**src/rtl/core/sjb_pkg.sv**
```systemverilog
// Shared types, constants and helper functions of the sequence jitter buffer.
// Used by the interfaces, the controller, the datapath, the top level and the checker.
package sjb_pkg;

  localparam int unsigned ENTRIES  = 64;
  localparam int unsigned TAG_BITS = 16;
  localparam int unsigned SEQ_W    = 64;
  localparam int unsigned CFG_W    = 7;
  localparam int unsigned IDX_W    = $clog2(ENTRIES);
  localparam int unsigned FILL_W   = $clog2(ENTRIES + 1);
  localparam int unsigned CMP_W    = (FILL_W > CFG_W) ? FILL_W : CFG_W;

  typedef enum logic [1:0] {
    REQ_PUSH  = 2'd0,
    REQ_POP   = 2'd1,
    REQ_FLUSH = 2'd2
  } req_e;

  typedef enum logic [2:0] {
    STS_ACCEPTED = 3'd0,
    STS_LATE     = 3'd1,
    STS_DUP      = 3'd2,
    STS_OVERFLOW = 3'd3,
    STS_NONE     = 3'd4,
    STS_PACKET   = 3'd5,
    STS_CONCEAL  = 3'd6,
    STS_FLUSHED  = 3'd7
  } status_e;

  typedef enum logic {
    CFG_TARGET_FILL = 1'b0,
    CFG_MAX_FILL    = 1'b1
  } cfg_idx_e;

  typedef struct packed {
    logic [1:0]  req_type;
    logic [63:0] seq_in;
    logic [15:0] tag_in;
    logic        deadline_over;
  } req_t;

  typedef struct packed {
    logic [2:0]  status;
    logic [63:0] seq_out;
    logic [15:0] tag_out;
    logic [6:0]  fill_level;
    logic [31:0] accepted_total;
    logic [31:0] late_total;
    logic [31:0] duplicate_total;
    logic [31:0] overflow_total;
    logic [31:0] conceal_total;
  } rsp_t;

  typedef struct packed {
    logic capture;
    logic scan;
    logic exec;
    logic load_out;
  } cmd_t;

  typedef struct packed {
    logic needs_scan;
    logic scan_last;
    logic out_free;
  } sts_t;

  function automatic logic [31:0] sat_inc(input logic [31:0] v);
    return (v == 32'hFFFF_FFFF) ? v : v + 32'd1;
  endfunction

endpackage

```
**src/rtl/core/sjb_ctrl.sv**
```systemverilog
// Controller state machine of the sequence jitter buffer.
// Depends on sjb_pkg; drives the datapath through cmd_t and reads sts_t.
module sjb_ctrl import sjb_pkg::*; (
  input  logic clk_i,
  input  logic rst_ni,
  input  logic req_valid_i,
  output logic req_ready_o,
  input  sts_t sts_i,
  output cmd_t cmd_o
);

  typedef enum logic [4:0] {
    S_IDLE  = 5'b00001,
    S_SCAN  = 5'b00010,
    S_DRAIN = 5'b00100,
    S_EXEC  = 5'b01000,
    S_DONE  = 5'b10000
  } state_e;

  state_e state_q, state_d;

  always_comb begin
    state_d     = state_q;
    cmd_o       = '0;
    req_ready_o = 1'b0;
    case (state_q)
      S_IDLE: begin
        req_ready_o = 1'b1;
        if (req_valid_i) begin
          cmd_o.capture = 1'b1;
          state_d       = sts_i.needs_scan ? S_SCAN : S_EXEC;
        end
      end
      S_SCAN: begin
        cmd_o.scan = 1'b1;
        if (sts_i.scan_last) begin
          state_d = S_DRAIN;
        end
      end
      S_DRAIN: begin
        state_d = S_EXEC;
      end
      S_EXEC: begin
        cmd_o.exec = 1'b1;
        state_d    = S_DONE;
      end
      S_DONE: begin
        if (sts_i.out_free) begin
          cmd_o.load_out = 1'b1;
          state_d        = S_IDLE;
        end
      end
      default: begin
        state_d = S_IDLE;
      end
    endcase
  end

  always_ff @(posedge clk_i or negedge rst_ni) begin
    if (!rst_ni) begin
      state_q <= S_IDLE;
    end else begin
      state_q <= state_d;
    end
  end

endmodule

```
**config.mk**
```make
export PLATFORM = sky130hd
export DESIGN_NAME = sjb_ctrl
export DESIGN_NICKNAME = d
export VERILOG_FILES = /design/src/rtl/core/sjb_pkg.sv /design/src/rtl/core/sjb_ctrl.sv
export SDC_FILE = /design/constraint.sdc
export NUM_CORES = 1
export LEC_CHECK = 0
export ABC_AREA = 1
export ABC_CLOCK_PERIOD_IN_PS = 1860
export BUFFER_PORTS_ARGS = -buffer_cell sky130_fd_sc_hd__buf_4
export CAP_MARGIN = 0
export CORE_AREA = 3 3 40 42
export CTS_CLUSTER_SIZE = 30
export DETAILED_ROUTE_END_ITERATION = 10
export DIE_AREA = 0 0 43 45
export PLACE_DENSITY_LB_ADDON = 0.25
export SETUP_SLACK_MARGIN = 0.15
export SYNTH_ARGS = -nofsm -noshare
export SYNTH_HDL_FRONTEND = slang
export SYNTH_SLANG_ARGS = --single-unit
export TNS_END_PERCENT = 100
```
**constraint.sdc**
```tcl
create_clock -name clk_i -period 1.86 [get_ports clk_i]
set_clock_uncertainty 0.2 [all_clocks]
set_input_delay 0.558 -clock clk_i [delete_from_list [all_inputs] [get_ports clk_i]]
set_output_delay 0.558 -clock clk_i [all_outputs]
set_load 0.005 [all_outputs]
```
# [Word level (Yosys, flattened, before mapping)]
# Index checks and enable logic that the tools add are counted.
[classes] multipliers=0 n_bitwise=0 add_sub_neg=0 n_shift=0 eq_ne=8 n_reduce_logical=1 div=0 mux=12 n_lt_le_gt_ge=0
[op_table] operator="$pmux 5 s5" n=1
[op_table] operator="$mux 5" n=3
[op_table] operator="$mux 1" n=7
[op_table] operator="$ne 2x2->1 const B" n=3
[op_table] operator="$eq 5x1->1 const B" n=1
[op_table] operator="$eq 5x2->1 const B" n=1
[op_table] operator="$eq 5x3->1 const B" n=1
[op_table] operator="$eq 5x4->1 const B" n=1
[op_table] operator="$eq 5x5->1 const B" n=1
[op_table] operator="$mux 4" n=1
[op_table] operator="$reduce_and 3->1" n=1
[totals] romBits=0 reg_bits=5 mem_bits_rw=0 in_bits=6 latchBits=0 word_cells=22 memories=0

# [Logic depth before layout (Yosys ltp)]
# Gate-level depths: netlist (run 1).
[depth] word_depth=3 mapped_depth=7 mapped_depth_nobuf=7

# [Worst setup path after synthesis (run 1)]
# No wires, ideal clock.
[synth_timing] kind="register to output" start="register state_q[0]" end="output port cmd_o[3] (netlist bit)" setup_slack_ps=184 stages_incl_launch_ff=5 t_required_ps=1102 t_arrival_ps=918 path_cell_list="dfstp_2 > nand3_2 > nor2_8 > inv_2 > nor2_2"
[synth_lines] item="start: declaration" line="sjb_ctrl.sv:20" source="state_e state_q, state_d;"
[synth_lines] item="start signal: assignment" line="sjb_ctrl.sv:63" source="state_q <= state_d;"
[synth_lines] item="end: declaration" line="sjb_ctrl.sv:9" source="output cmd_t cmd_o"

==> report_table.html, run 1 <==
<table>
<tr><th>Metric</th><th>Value</th></tr>
<tr><th colspan="2">Outcome</th></tr>
<tr><td>Status</td><td>complete, but fails checks</td></tr>
<tr><td>Violated checks</td><td>setup timing</td></tr>
<tr><th colspan="2">Final layout</th></tr>
<tr><td>Count of filler cells inserted in the layout</td><td>132</td></tr>
<tr><td>Final design area excluding fillers</td><td>~570 µm²</td></tr>
<tr><td>Leading registers by flop count</td><td>state_q (5)</td></tr>
<tr><td>Fraction of final layout cells sized beyond drive strength 1</td><td>52.9%</td></tr>
<tr><td>Fin util</td><td>44.3%</td></tr>
<tr><td>Number of nets at the end of the flow</td><td>77</td></tr>
<tr><td>Most flop-heavy register</td><td>state_q</td></tr>
<tr><td>Number of flip-flops in the largest register</td><td>5</td></tr>
<tr><td>Final std cells w/o fill</td><td>85</td></tr>
<tr><td>Area occupied by multi-input gates</td><td>~200 µm²</td></tr>
<tr><td>Number of diodes</td><td>0</td></tr>
<tr><td>Area Overhead vs Synth</td><td>58.0%</td></tr>
<tr><td>Storage element area</td><td>126 µm²</td></tr>
<tr><th colspan="2">Worst setup path</th></tr>
<tr><td>Worst-path fanout max</td><td>3</td></tr>
<tr><td>Max incr delay on CP</td><td>around 0.57 ns</td></tr>
<tr><td>Worst path buffer plus inverter count</td><td>2</td></tr>
<tr><td>Crit path launch type</td><td>flop</td></tr>
<tr><td>Crit path max-delay cell type</td><td>sky130_fd_sc_hd__dfstp_2</td></tr>
<tr><td>Classification of the worst setup path</td><td>flop to output pin</td></tr>
<tr><td>CP top delay family</td><td>flip-flops</td></tr>
<tr><td>Nature of the critical path endpoint</td><td>output pin</td></tr>
<tr><td>Data required time at the worst endpoint</td><td>about 1.1 ns</td></tr>
<tr><td>Cell Chain, Critical Path</td><td>nand3_4 -&gt; nor2_8 -&gt; inv_2 -&gt; nor2_4 -&gt; buf_4</td></tr>
<tr><td>Data arrival, critical path</td><td>approximately 1.2 ns</td></tr>
<tr><th colspan="2">Pwr</th></tr>
<tr><td>Post-layout power</td><td>between 0.9 and 1 mW</td></tr>
<tr><td>Peak ir drop on the vdd network</td><td>0.550 mV</td></tr>
<tr><td>Net Sw Frac</td><td>43.0%</td></tr>
<tr><td>PD cells</td><td>approximately 1700 nW/µm²</td></tr>
<tr><td>Internal power of the cells</td><td>~0.54 mW</td></tr>
<tr><td>Net switching power</td><td>just over 0.4 mW</td></tr>
<tr><td>Seq pwr share</td><td>around a fifth</td></tr>
<tr><td>Relative contribution of combinational cells to total power</td><td>between 60% and 70%</td></tr>
<tr><td>Total leakage power</td><td>~0.31 nW</td></tr>
<tr><td>Share of power burned in the clock network</td><td>13.0%</td></tr>
<tr><th colspan="2">Logic synthesis</th></tr>
<tr><td>Distinct cells, synth</td><td>18</td></tr>
<tr><td>Post-Syn Nets</td><td>between 50 and 60</td></tr>
<tr><td>Share of the synthesized area in the top cell type</td><td>between 20 and 30%</td></tr>
<tr><td>Biggest area consumer among synthesized cells</td><td>sky130_fd_sc_hd__dfrtp_1</td></tr>
<tr><td>Cell area after synthesis</td><td>approximately 360 µm²</td></tr>
<tr><td>Cell types with the largest area share after synthesis</td><td>sky130_fd_sc_hd__dfrtp_1 (28%), sky130_fd_sc_hd__inv_1 (10%), sky130_fd_sc_hd__nand2_1 (8.3%)</td></tr>
<tr><td>Synthesized instance count</td><td>48</td></tr>
<tr><td>Mean post-synth cell area</td><td>around 7.5 µm²</td></tr>
<tr><td>Part of the Yosys area used for sequential elements</td><td>35.1%</td></tr>
<tr><td>Ys Warns</td><td>0</td></tr>
<tr><td>Synthesis-stage register bit count</td><td>5</td></tr>
<tr><th colspan="2">Detailed routing</th></tr>
<tr><td>Number of nets with antenna violations after detailed routing</td><td>0</td></tr>
<tr><td>Average wire per standard cell</td><td>around 9.5 µm</td></tr>
<tr><td>Sum of routed wire length over all layers</td><td>approximately 800 µm</td></tr>
<tr><td>Number of design rule violations left after detail routing</td><td>0</td></tr>
<tr><td>Detailed-routing iteration count for the pre-antenna-repair pass</td><td>3</td></tr>
<tr><td>Iter 0 DRT Violations</td><td>6</td></tr>
<tr><td>Total number of vias</td><td>around 350</td></tr>
<tr><td>Mean number of vias per cell</td><td>4.07</td></tr>
<tr><th colspan="2">Clocking</th></tr>
<tr><td>Clock-pin slew on the worst setup and hold paths</td><td>around 0.050 ns</td></tr>
<tr><td>Number of sinks on the clock net</td><td>5</td></tr>
<tr><td>CTS tree</td><td>yes</td></tr>
<tr><td>Source-to-sink clock delay at the later pin of the worst-skew pair</td><td>approximately 0.24 ns</td></tr>
<tr><td>Cts bufs inserted</td><td>3</td></tr>
<tr><td>Maximum count of clock buffers along a single path</td><td>2</td></tr>
<tr><td>H-tree Lvls</td><td>1</td></tr>
<tr><td>Root buffer cell</td><td>sky130_fd_sc_hd__clkbuf_4</td></tr>
<tr><th colspan="2">Global route</th></tr>
<tr><td>Number of antenna violations at the first check in global routing</td><td>0</td></tr>
<tr><td>Total congestion overflow after global routing</td><td>0</td></tr>
<tr><td>Maximum number of pins on one net before global-route repair</td><td>6</td></tr>
<tr><td>Global-route wire length before repair</td><td>around 1400 µm</td></tr>
<tr><td>Vias in the first global route</td><td>337</td></tr>
<tr><td>Total global-route track usage</td><td>around a tenth</td></tr>
<tr><th colspan="2">Placed design</th></tr>
<tr><td>Total placed cells including tap cells</td><td>between 70 and 80</td></tr>
<tr><td>Half-perimeter wire length of the detailed placement result</td><td>around 590 µm</td></tr>
<tr><td>Standard cell area after detailed placement</td><td>454 µm²</td></tr>
<tr><td>Last weighted congestion value of the routability-driven placer</td><td>approximately 0.7</td></tr>
<tr><td>Port-buffer cells</td><td>10</td></tr>
<tr><td>Worst slack after detailed placement</td><td>0.0239 ns</td></tr>
<tr><th colspan="2">Die</th></tr>
<tr><td>Horizontal die dimension</td><td>43 µm</td></tr>
<tr><td>Starting density of the core</td><td>28.0%</td></tr>
<tr><td>Die outline area</td><td>just under 2000 µm²</td></tr>
<tr><td>Area inside the core boundary</td><td>between 1000 and 1500 µm²</td></tr>
<tr><td>Height of the chip</td><td>45 µm</td></tr>
<tr><td>Boundary pin count</td><td>11</td></tr>
<tr><td>Standard-cell row count</td><td>13</td></tr>
<tr><th colspan="2">STA</th></tr>
<tr><td>Sum of negative setup slack</td><td>-0.433 ns</td></tr>
<tr><td>Final Max Slew Viols</td><td>0</td></tr>
<tr><td>Unrepaired setup endpoints after global routing</td><td>yes</td></tr>
<tr><td>Peak clock frequency supported by timing</td><td>502 MHz</td></tr>
<tr><td>Final worst slack</td><td>-0.133 ns</td></tr>
<tr><td>Rel. slew slack</td><td>87.5%</td></tr>
<tr><td>Ratio of final minimum period to clock period</td><td>107%</td></tr>
<tr><td>Time the final worst path needs with I/O delays and setup</td><td>between 1.5 and 2 ns</td></tr>
<tr><td>Final Hold Vio Count</td><td>0</td></tr>
<tr><td>Hold slack final</td><td>~0.33 ns</td></tr>
<tr><td>Total setup violations reported at the end of the flow</td><td>4</td></tr>
<tr><td>Slew @ Worst Pin</td><td>~0.19 ns</td></tr>
<tr><th colspan="2">Worst hold path</th></tr>
<tr><td>Hold Path Class</td><td>input port to flop</td></tr>
<tr><th colspan="2">Job</th></tr>
<tr><td># Max-Cap Violations</td><td>0</td></tr>
</table>
-- power by group through the flow --
stage / Sequential [mW] / Clock, mW / Combinational, mW
finish: 0.200 / 0.123 / 0.624
global route: 0.207 / 0.141 / 0.686
floorplan: 0.194 / 0 / 0.344
CTS: 0.199 / 0.129 / 0.583
detailed placement: 0.200 / 0 / 0.484
global placement: 0.200 / 0 / 0.483
-- worst register-to-register path: cells and delay by family, from the launching register on --
family / cells / cell delay (ns)
buf+inv: 2 / 0.21
simple gates: 4 / 0.51
flops: 1 / 0.41
-- kinds of logic after synthesis --
| group | count (synthesis) | share of synthesized area (%) |
|---|---|---|
| AO/OA/AOI/OAI | 3 | 6.60 |
| buffers and inverters | 15 | 17.4 |
| flip-flops | 5 | 35.1 |
| AND/OR/NAND/NOR | 25 | 41.0 |
-- path summary, 6_finish.rpt --
kind | depth (start not counted) | slack, ns | from | end
max | 5 | -0.13 | state_q[0] | cmd_o[3]
min | 3 | 0.33 | sts_i[2] | state_q[1]
max reg2reg | 6 | 0.41 | state_q[2] | state_q[3]
min reg2reg | 3 | 0.45 | state_q[4] | state_q[4]
max in group asynchronous | 2 | 0.82 | rst_ni | state_q[0]
min in group asynchronous | 2 | 0.44 | rst_ni | state_q[1]
-- timing repair --
item	4_1_cts	5_1_grt
gates resized for setup	3	2
setup buffers	5	2
pin swaps	3	1
hold buffers	1	0
hold endpoints to repair	4	0
setup endpoints to repair	5	5
-- cell usage in the layout (no fill, tap or decap) --
| cell | instances |
|---|---|
| sky130_fd_sc_hd__buf_4 | 18 |
| sky130_fd_sc_hd__clkbuf_1 | 1 |
| sky130_fd_sc_hd__clkbuf_4 | 3 |
| sky130_fd_sc_hd__dfrtp_1 | 4 |
| sky130_fd_sc_hd__dfstp_2 | 1 |
| sky130_fd_sc_hd__dlygate4sd3_1 | 1 |
| sky130_fd_sc_hd__inv_1 | 10 |
| sky130_fd_sc_hd__inv_2 | 3 |
| sky130_fd_sc_hd__inv_4 | 1 |
| sky130_fd_sc_hd__nand2_1 | 8 |
| sky130_fd_sc_hd__nand3_1 | 2 |
| sky130_fd_sc_hd__nand3_2 | 1 |
| sky130_fd_sc_hd__nand3_4 | 1 |
| sky130_fd_sc_hd__nand4_1 | 1 |
| sky130_fd_sc_hd__nor2_1 | 4 |
| sky130_fd_sc_hd__nor2_2 | 3 |
| sky130_fd_sc_hd__nor2_4 | 3 |
| sky130_fd_sc_hd__nor2_8 | 1 |
| sky130_fd_sc_hd__nor4_2 | 1 |
| sky130_fd_sc_hd__o21ai_1 | 1 |
| sky130_fd_sc_hd__o21bai_1 | 1 |
| sky130_fd_sc_hd__o21bai_2 | 1 |
-- per-layer routing --
layer / vias up / GRT usage [%] / routed length [µm]
met3: 2 / 4.38 / 48
met4: 0 / 10.8 / 17
met2: 11 / 15.3 / 395
li1: 188 / - / -
met1: 145 / 10.8 / 350
met5: - / 0 / 0
-- Yosys cell counts --
cell                       number
sky130_fd_sc_hd__inv_1         10
sky130_fd_sc_hd__nand2_1        8
sky130_fd_sc_hd__nor2_1         5
sky130_fd_sc_hd__dfrtp_1        4
sky130_fd_sc_hd__inv_2          3
sky130_fd_sc_hd__nand3_1        3
sky130_fd_sc_hd__nor2_2         3
sky130_fd_sc_hd__nor2_4         2
sky130_fd_sc_hd__buf_4          1
sky130_fd_sc_hd__dfstp_2        1
sky130_fd_sc_hd__inv_4          1
sky130_fd_sc_hd__nand3_2        1
sky130_fd_sc_hd__nand4_1        1
sky130_fd_sc_hd__nor2_8         1
sky130_fd_sc_hd__nor4_1         1
sky130_fd_sc_hd__o21ai_1        1
sky130_fd_sc_hd__o21bai_1       1
sky130_fd_sc_hd__o21bai_2       1
-- final cells by class --
class,count,area share (%)
clock buffer,4,4.62
inverter,14,9.67
multi-input combinational,28,34.7
sequential,5,22.2
tap,15,3.30
timing repair buffer,19,25.5
No activity file was read; power rests on OpenSTA's default activity.
==> run 2, diff against run 1 <==
--- a/config.mk
+++ b/config.mk
@@ -6,7 +6,7 @@
 export NUM_CORES = 1
 export LEC_CHECK = 0
 export ABC_AREA = 1
-export ABC_CLOCK_PERIOD_IN_PS = 1860
+export ABC_CLOCK_PERIOD_IN_PS = 1800
 export BUFFER_PORTS_ARGS = -buffer_cell sky130_fd_sc_hd__buf_4
 export CAP_MARGIN = 0
 export CORE_AREA = 3 3 40 42
==> constraint.sdc (replaced) <==
create_clock -name clk_i -period 1.8 [get_ports clk_i]
set_clock_uncertainty 0.2 [all_clocks]
set_input_delay 0.54 -clock clk_i [delete_from_list [all_inputs] [get_ports clk_i]]
set_output_delay 0.54 -clock clk_i [all_outputs]
set_load 0.005 [all_outputs]
==> run 2 against run 1 <==
- final cell count is 1.2% lower
- sequential share of layout area up 0.55 points
- largest cell class unchanged
- worst setup slack lost 0.045 ns
- largest power group unchanged
- register-to-register slack worse by 0.06 ns
- critical endpoint is now cmd_o[0]
- the flow still finishes with violations (setup timing)
==> report_table.html, run 2 (synthesis gave the netlist of run 1 again) <==
<table>
<tr><th>Metric</th><th>Value</th></tr>
<tr><th colspan="2">Global route</th></tr>
<tr><td>Total congestion overflow after global routing</td><td>0</td></tr>
<tr><td>Vias in the first global route</td><td>between 300 and 400</td></tr>
<tr><td>Maximum number of pins on one net before global-route repair</td><td>6</td></tr>
<tr><td>Total global-route track usage</td><td>approximately 10%</td></tr>
<tr><td>Global-route wire length before repair</td><td>between 1000 and 1500 µm</td></tr>
<tr><td>Number of antenna violations at the first check in global routing</td><td>0</td></tr>
<tr><th colspan="2">Placed design</th></tr>
<tr><td>Last weighted congestion value of the routability-driven placer</td><td>roughly 0.7</td></tr>
<tr><td>Port-buffer cells</td><td>10</td></tr>
<tr><td>Standard cell area after detailed placement</td><td>~470 µm²</td></tr>
<tr><td>Worst slack after detailed placement</td><td>between 0.004 and 0.005 ns</td></tr>
<tr><td>Total placed cells including tap cells</td><td>between 70 and 80</td></tr>
<tr><td>Half-perimeter wire length of the detailed placement result</td><td>617 µm</td></tr>
<tr><th colspan="2">Final layout</th></tr>
<tr><td>Number of diodes</td><td>0</td></tr>
<tr><td>Final std cells w/o fill</td><td>84</td></tr>
<tr><td>Final design area excluding fillers</td><td>around 560 µm²</td></tr>
<tr><td>Most common cell after layout, fill and taps aside</td><td>sky130_fd_sc_hd__buf_4</td></tr>
<tr><td>Number of flip-flops in the largest register</td><td>5</td></tr>
<tr><td>Area Overhead vs Synth</td><td>54.2%</td></tr>
<tr><td>Number of nets at the end of the flow</td><td>between 70 and 80</td></tr>
<tr><td>Fraction of final layout cells sized beyond drive strength 1</td><td>about half</td></tr>
<tr><td>Most frequent cells in the layout</td><td>sky130_fd_sc_hd__buf_4 (17), sky130_fd_sc_hd__inv_1 (10), sky130_fd_sc_hd__nand2_1 (8)</td></tr>
<tr><td>Fin util</td><td>43.2%</td></tr>
<tr><td>Most flop-heavy register</td><td>state_q</td></tr>
<tr><td>Count of filler cells inserted in the layout</td><td>between 100 and 150</td></tr>
<tr><td>Leading registers by flop count</td><td>state_q (5)</td></tr>
<tr><th colspan="2">STA</th></tr>
<tr><td>Hold slack final</td><td>between 0.3 and 0.4 ns</td></tr>
<tr><td>Total setup violations reported at the end of the flow</td><td>5</td></tr>
<tr><td>Ratio of final minimum period to clock period</td><td>110%</td></tr>
<tr><td>Final Hold Vio Count</td><td>0</td></tr>
<tr><td>Final Max Slew Viols</td><td>0</td></tr>
<tr><td>Peak clock frequency supported by timing</td><td>505 MHz</td></tr>
<tr><td>Rel. slew slack</td><td>a little over four fifths</td></tr>
<tr><td>Unrepaired setup endpoints after global routing</td><td>yes</td></tr>
<tr><td>Time the final worst path needs with I/O delays and setup</td><td>1.98 ns</td></tr>
<tr><td>Slew @ Worst Pin</td><td>0.227 ns</td></tr>
<tr><td>Sum of negative setup slack</td><td>-0.650 ns</td></tr>
<tr><td>Final worst slack</td><td>-0.178 ns</td></tr>
<tr><th colspan="2">Worst hold path</th></tr>
<tr><td>Worst hold path startpoint</td><td>sts_i[2]</td></tr>
<tr><td>WHS Endpoint</td><td>state_q[1]</td></tr>
<tr><td>Cell count of the worst hold path</td><td>3</td></tr>
<tr><td>Hold Path Class</td><td>input port to flop</td></tr>
<tr><th colspan="2">Worst setup path</th></tr>
<tr><td>CP top delay family</td><td>flip-flops</td></tr>
<tr><td>Worst-path fanout max</td><td>3</td></tr>
<tr><td>Nature of the critical path endpoint</td><td>output pin</td></tr>
<tr><td>Worst reg2reg path endpoint</td><td>state_q[3]</td></tr>
<tr><td>Reg-to-reg startpoint</td><td>state_q[0]</td></tr>
<tr><td>Data arrival, critical path</td><td>~1.2 ns</td></tr>
<tr><td>Crit path launch type</td><td>flop</td></tr>
<tr><td>Classification of the worst setup path</td><td>flop to output pin</td></tr>
<tr><td>Reg-to-reg setup timing slack</td><td>about 0.35 ns</td></tr>
<tr><td>Max incr delay on CP</td><td>approximately 0.40 ns</td></tr>
<tr><td>Crit path max-delay cell type</td><td>sky130_fd_sc_hd__dfrtp_1</td></tr>
<tr><td>R2R cell count</td><td>7</td></tr>
<tr><td>Worst path buffer plus inverter count</td><td>2</td></tr>
<tr><td>Data required time at the worst endpoint</td><td>around 1.1 ns</td></tr>
<tr><td>Cell Chain, Critical Path</td><td>nor2_2 -&gt; inv_2 -&gt; nor4_1 -&gt; buf_4</td></tr>
<tr><th colspan="2">Detailed routing</th></tr>
<tr><td>Detailed-routing iteration count for the pre-antenna-repair pass</td><td>4</td></tr>
<tr><td>Iter 0 DRT Violations</td><td>2</td></tr>
<tr><td>Number of nets with antenna violations after detailed routing</td><td>0</td></tr>
<tr><td>Average wire per standard cell</td><td>roughly 8.9 µm</td></tr>
<tr><td>Total number of vias</td><td>~350</td></tr>
<tr><td>Mean number of vias per cell</td><td>between 4 and 5</td></tr>
<tr><td>Sum of routed wire length over all layers</td><td>between 700 and 800 µm</td></tr>
<tr><td>Number of design rule violations left after detail routing</td><td>0</td></tr>
<tr><th colspan="2">Pwr</th></tr>
<tr><td>Post-layout power</td><td>about 0.95 mW</td></tr>
<tr><td>PD cells</td><td>1710 nW/µm²</td></tr>
<tr><td>Total leakage power</td><td>around 0.30 nW</td></tr>
<tr><td>Peak ir drop on the vdd network</td><td>0.609 mV</td></tr>
<tr><th colspan="2">Clocking</th></tr>
<tr><td>Cts bufs inserted</td><td>3</td></tr>
<tr><td>Source-to-sink clock delay at the later pin of the worst-skew pair</td><td>roughly 0.24 ns</td></tr>
<tr><td>H-tree Lvls</td><td>1</td></tr>
<tr><td>Number of sinks on the clock net</td><td>5</td></tr>
<tr><td>Root buffer cell</td><td>sky130_fd_sc_hd__clkbuf_4</td></tr>
<tr><td>Clock-pin slew on the worst setup and hold paths</td><td>roughly 0.04 ns</td></tr>
<tr><td>CTS tree</td><td>yes</td></tr>
<tr><td>Maximum count of clock buffers along a single path</td><td>2</td></tr>
<tr><th colspan="2">Die</th></tr>
<tr><td>Horizontal die dimension</td><td>43 µm</td></tr>
<tr><td>Height of the chip</td><td>around 45 µm</td></tr>
<tr><td>Standard-cell row count</td><td>13</td></tr>
<tr><td>Die outline area</td><td>between 1500 and 2000 µm²</td></tr>
<tr><td>Boundary pin count</td><td>11</td></tr>
<tr><td>Area inside the core boundary</td><td>1280 µm²</td></tr>
<tr><td>Starting density of the core</td><td>28.0%</td></tr>
<tr><th colspan="2">Job</th></tr>
<tr><td># Max-Cap Violations</td><td>0</td></tr>
<tr><th colspan="2">Outcome</th></tr>
<tr><td>Violated checks</td><td>setup timing</td></tr>
<tr><td>Status</td><td>complete, but fails checks</td></tr>
</table>
-- run 2: cell count changes in the layout (fill, tap and decap cells not counted) --
cell                     previous run  this run
sky130_fd_sc_hd__buf_4             18        17
sky130_fd_sc_hd__nor4_1             0         1
sky130_fd_sc_hd__nor4_2             1         0
-- run 2: report_power, final --
group	total [mW]	leakage (nW)	switching [mW]	internal, mW
registers	0.211	0.0649	0.0472	0.164
clock network	0.129	0.0150	0.0450	0.0837
logic	0.608	0.224	0.311	0.296
total	0.947	0.304	0.403	0.544
-- run 2: how the worst max path moves through the flow --
stage | start | cells after the start | endpoint
after floorplan | state_q[0] | 4 | cmd_o[3]
after global routing | state_q[2] | 6 | cmd_o[3]
after CTS | state_q[0] | 5 | cmd_o[3]
after global placement | sts_i[0] | 4 | cmd_o[0]
final | state_q[1] | 4 | cmd_o[0]
after detailed placement | sts_i[0] | 4 | cmd_o[0]
-- run 2: worst register-to-register path: stages, from the launching register on --
cell and delay (ns):
sky130_fd_sc_hd__dfstp_2 0.57, sky130_fd_sc_hd__inv_1 0.06, sky130_fd_sc_hd__nand3_2 0.07, sky130_fd_sc_hd__nor2_4 0.05
sky130_fd_sc_hd__buf_4 0.13, sky130_fd_sc_hd__nand2_1 0.08, sky130_fd_sc_hd__nand3_1 0.11, sky130_fd_sc_hd__nor2_2 0.11
-- run 2: repair_timing --
action / 4_1_cts / 5_1_grt
buffers inserted: 3 / 2
endpoints found under the hold margin: 4 / 0
hold buffers: 1 / 0
setup endpoints to repair: 5 / 5
resized for setup: 2 / 1
pin swaps: 2 / 1
-- run 2: final cells by class --
cell class,instances,area [µm²],share of cell area (%)
Multi-Input combinational cell,28,191,34.5
Clock buffer,4,26.3,4.73
Inverter,14,55.1,9.91
Timing Repair Buffer,18,138,24.8
Tap cell,15,18.8,3.38
Sequential cell,5,126,22.7
-- run 2: per-layer routing --
metal	global-route usage, %	wire length (µm)	vias to the layer above	share of wire, %
li1	-	-	182	-
met5	0	0	-	0
met3	3.19	49	0	6.5
met4	9.04	0	0	0
met2	15.3	349	11	47
met1	11.0	350	160	47
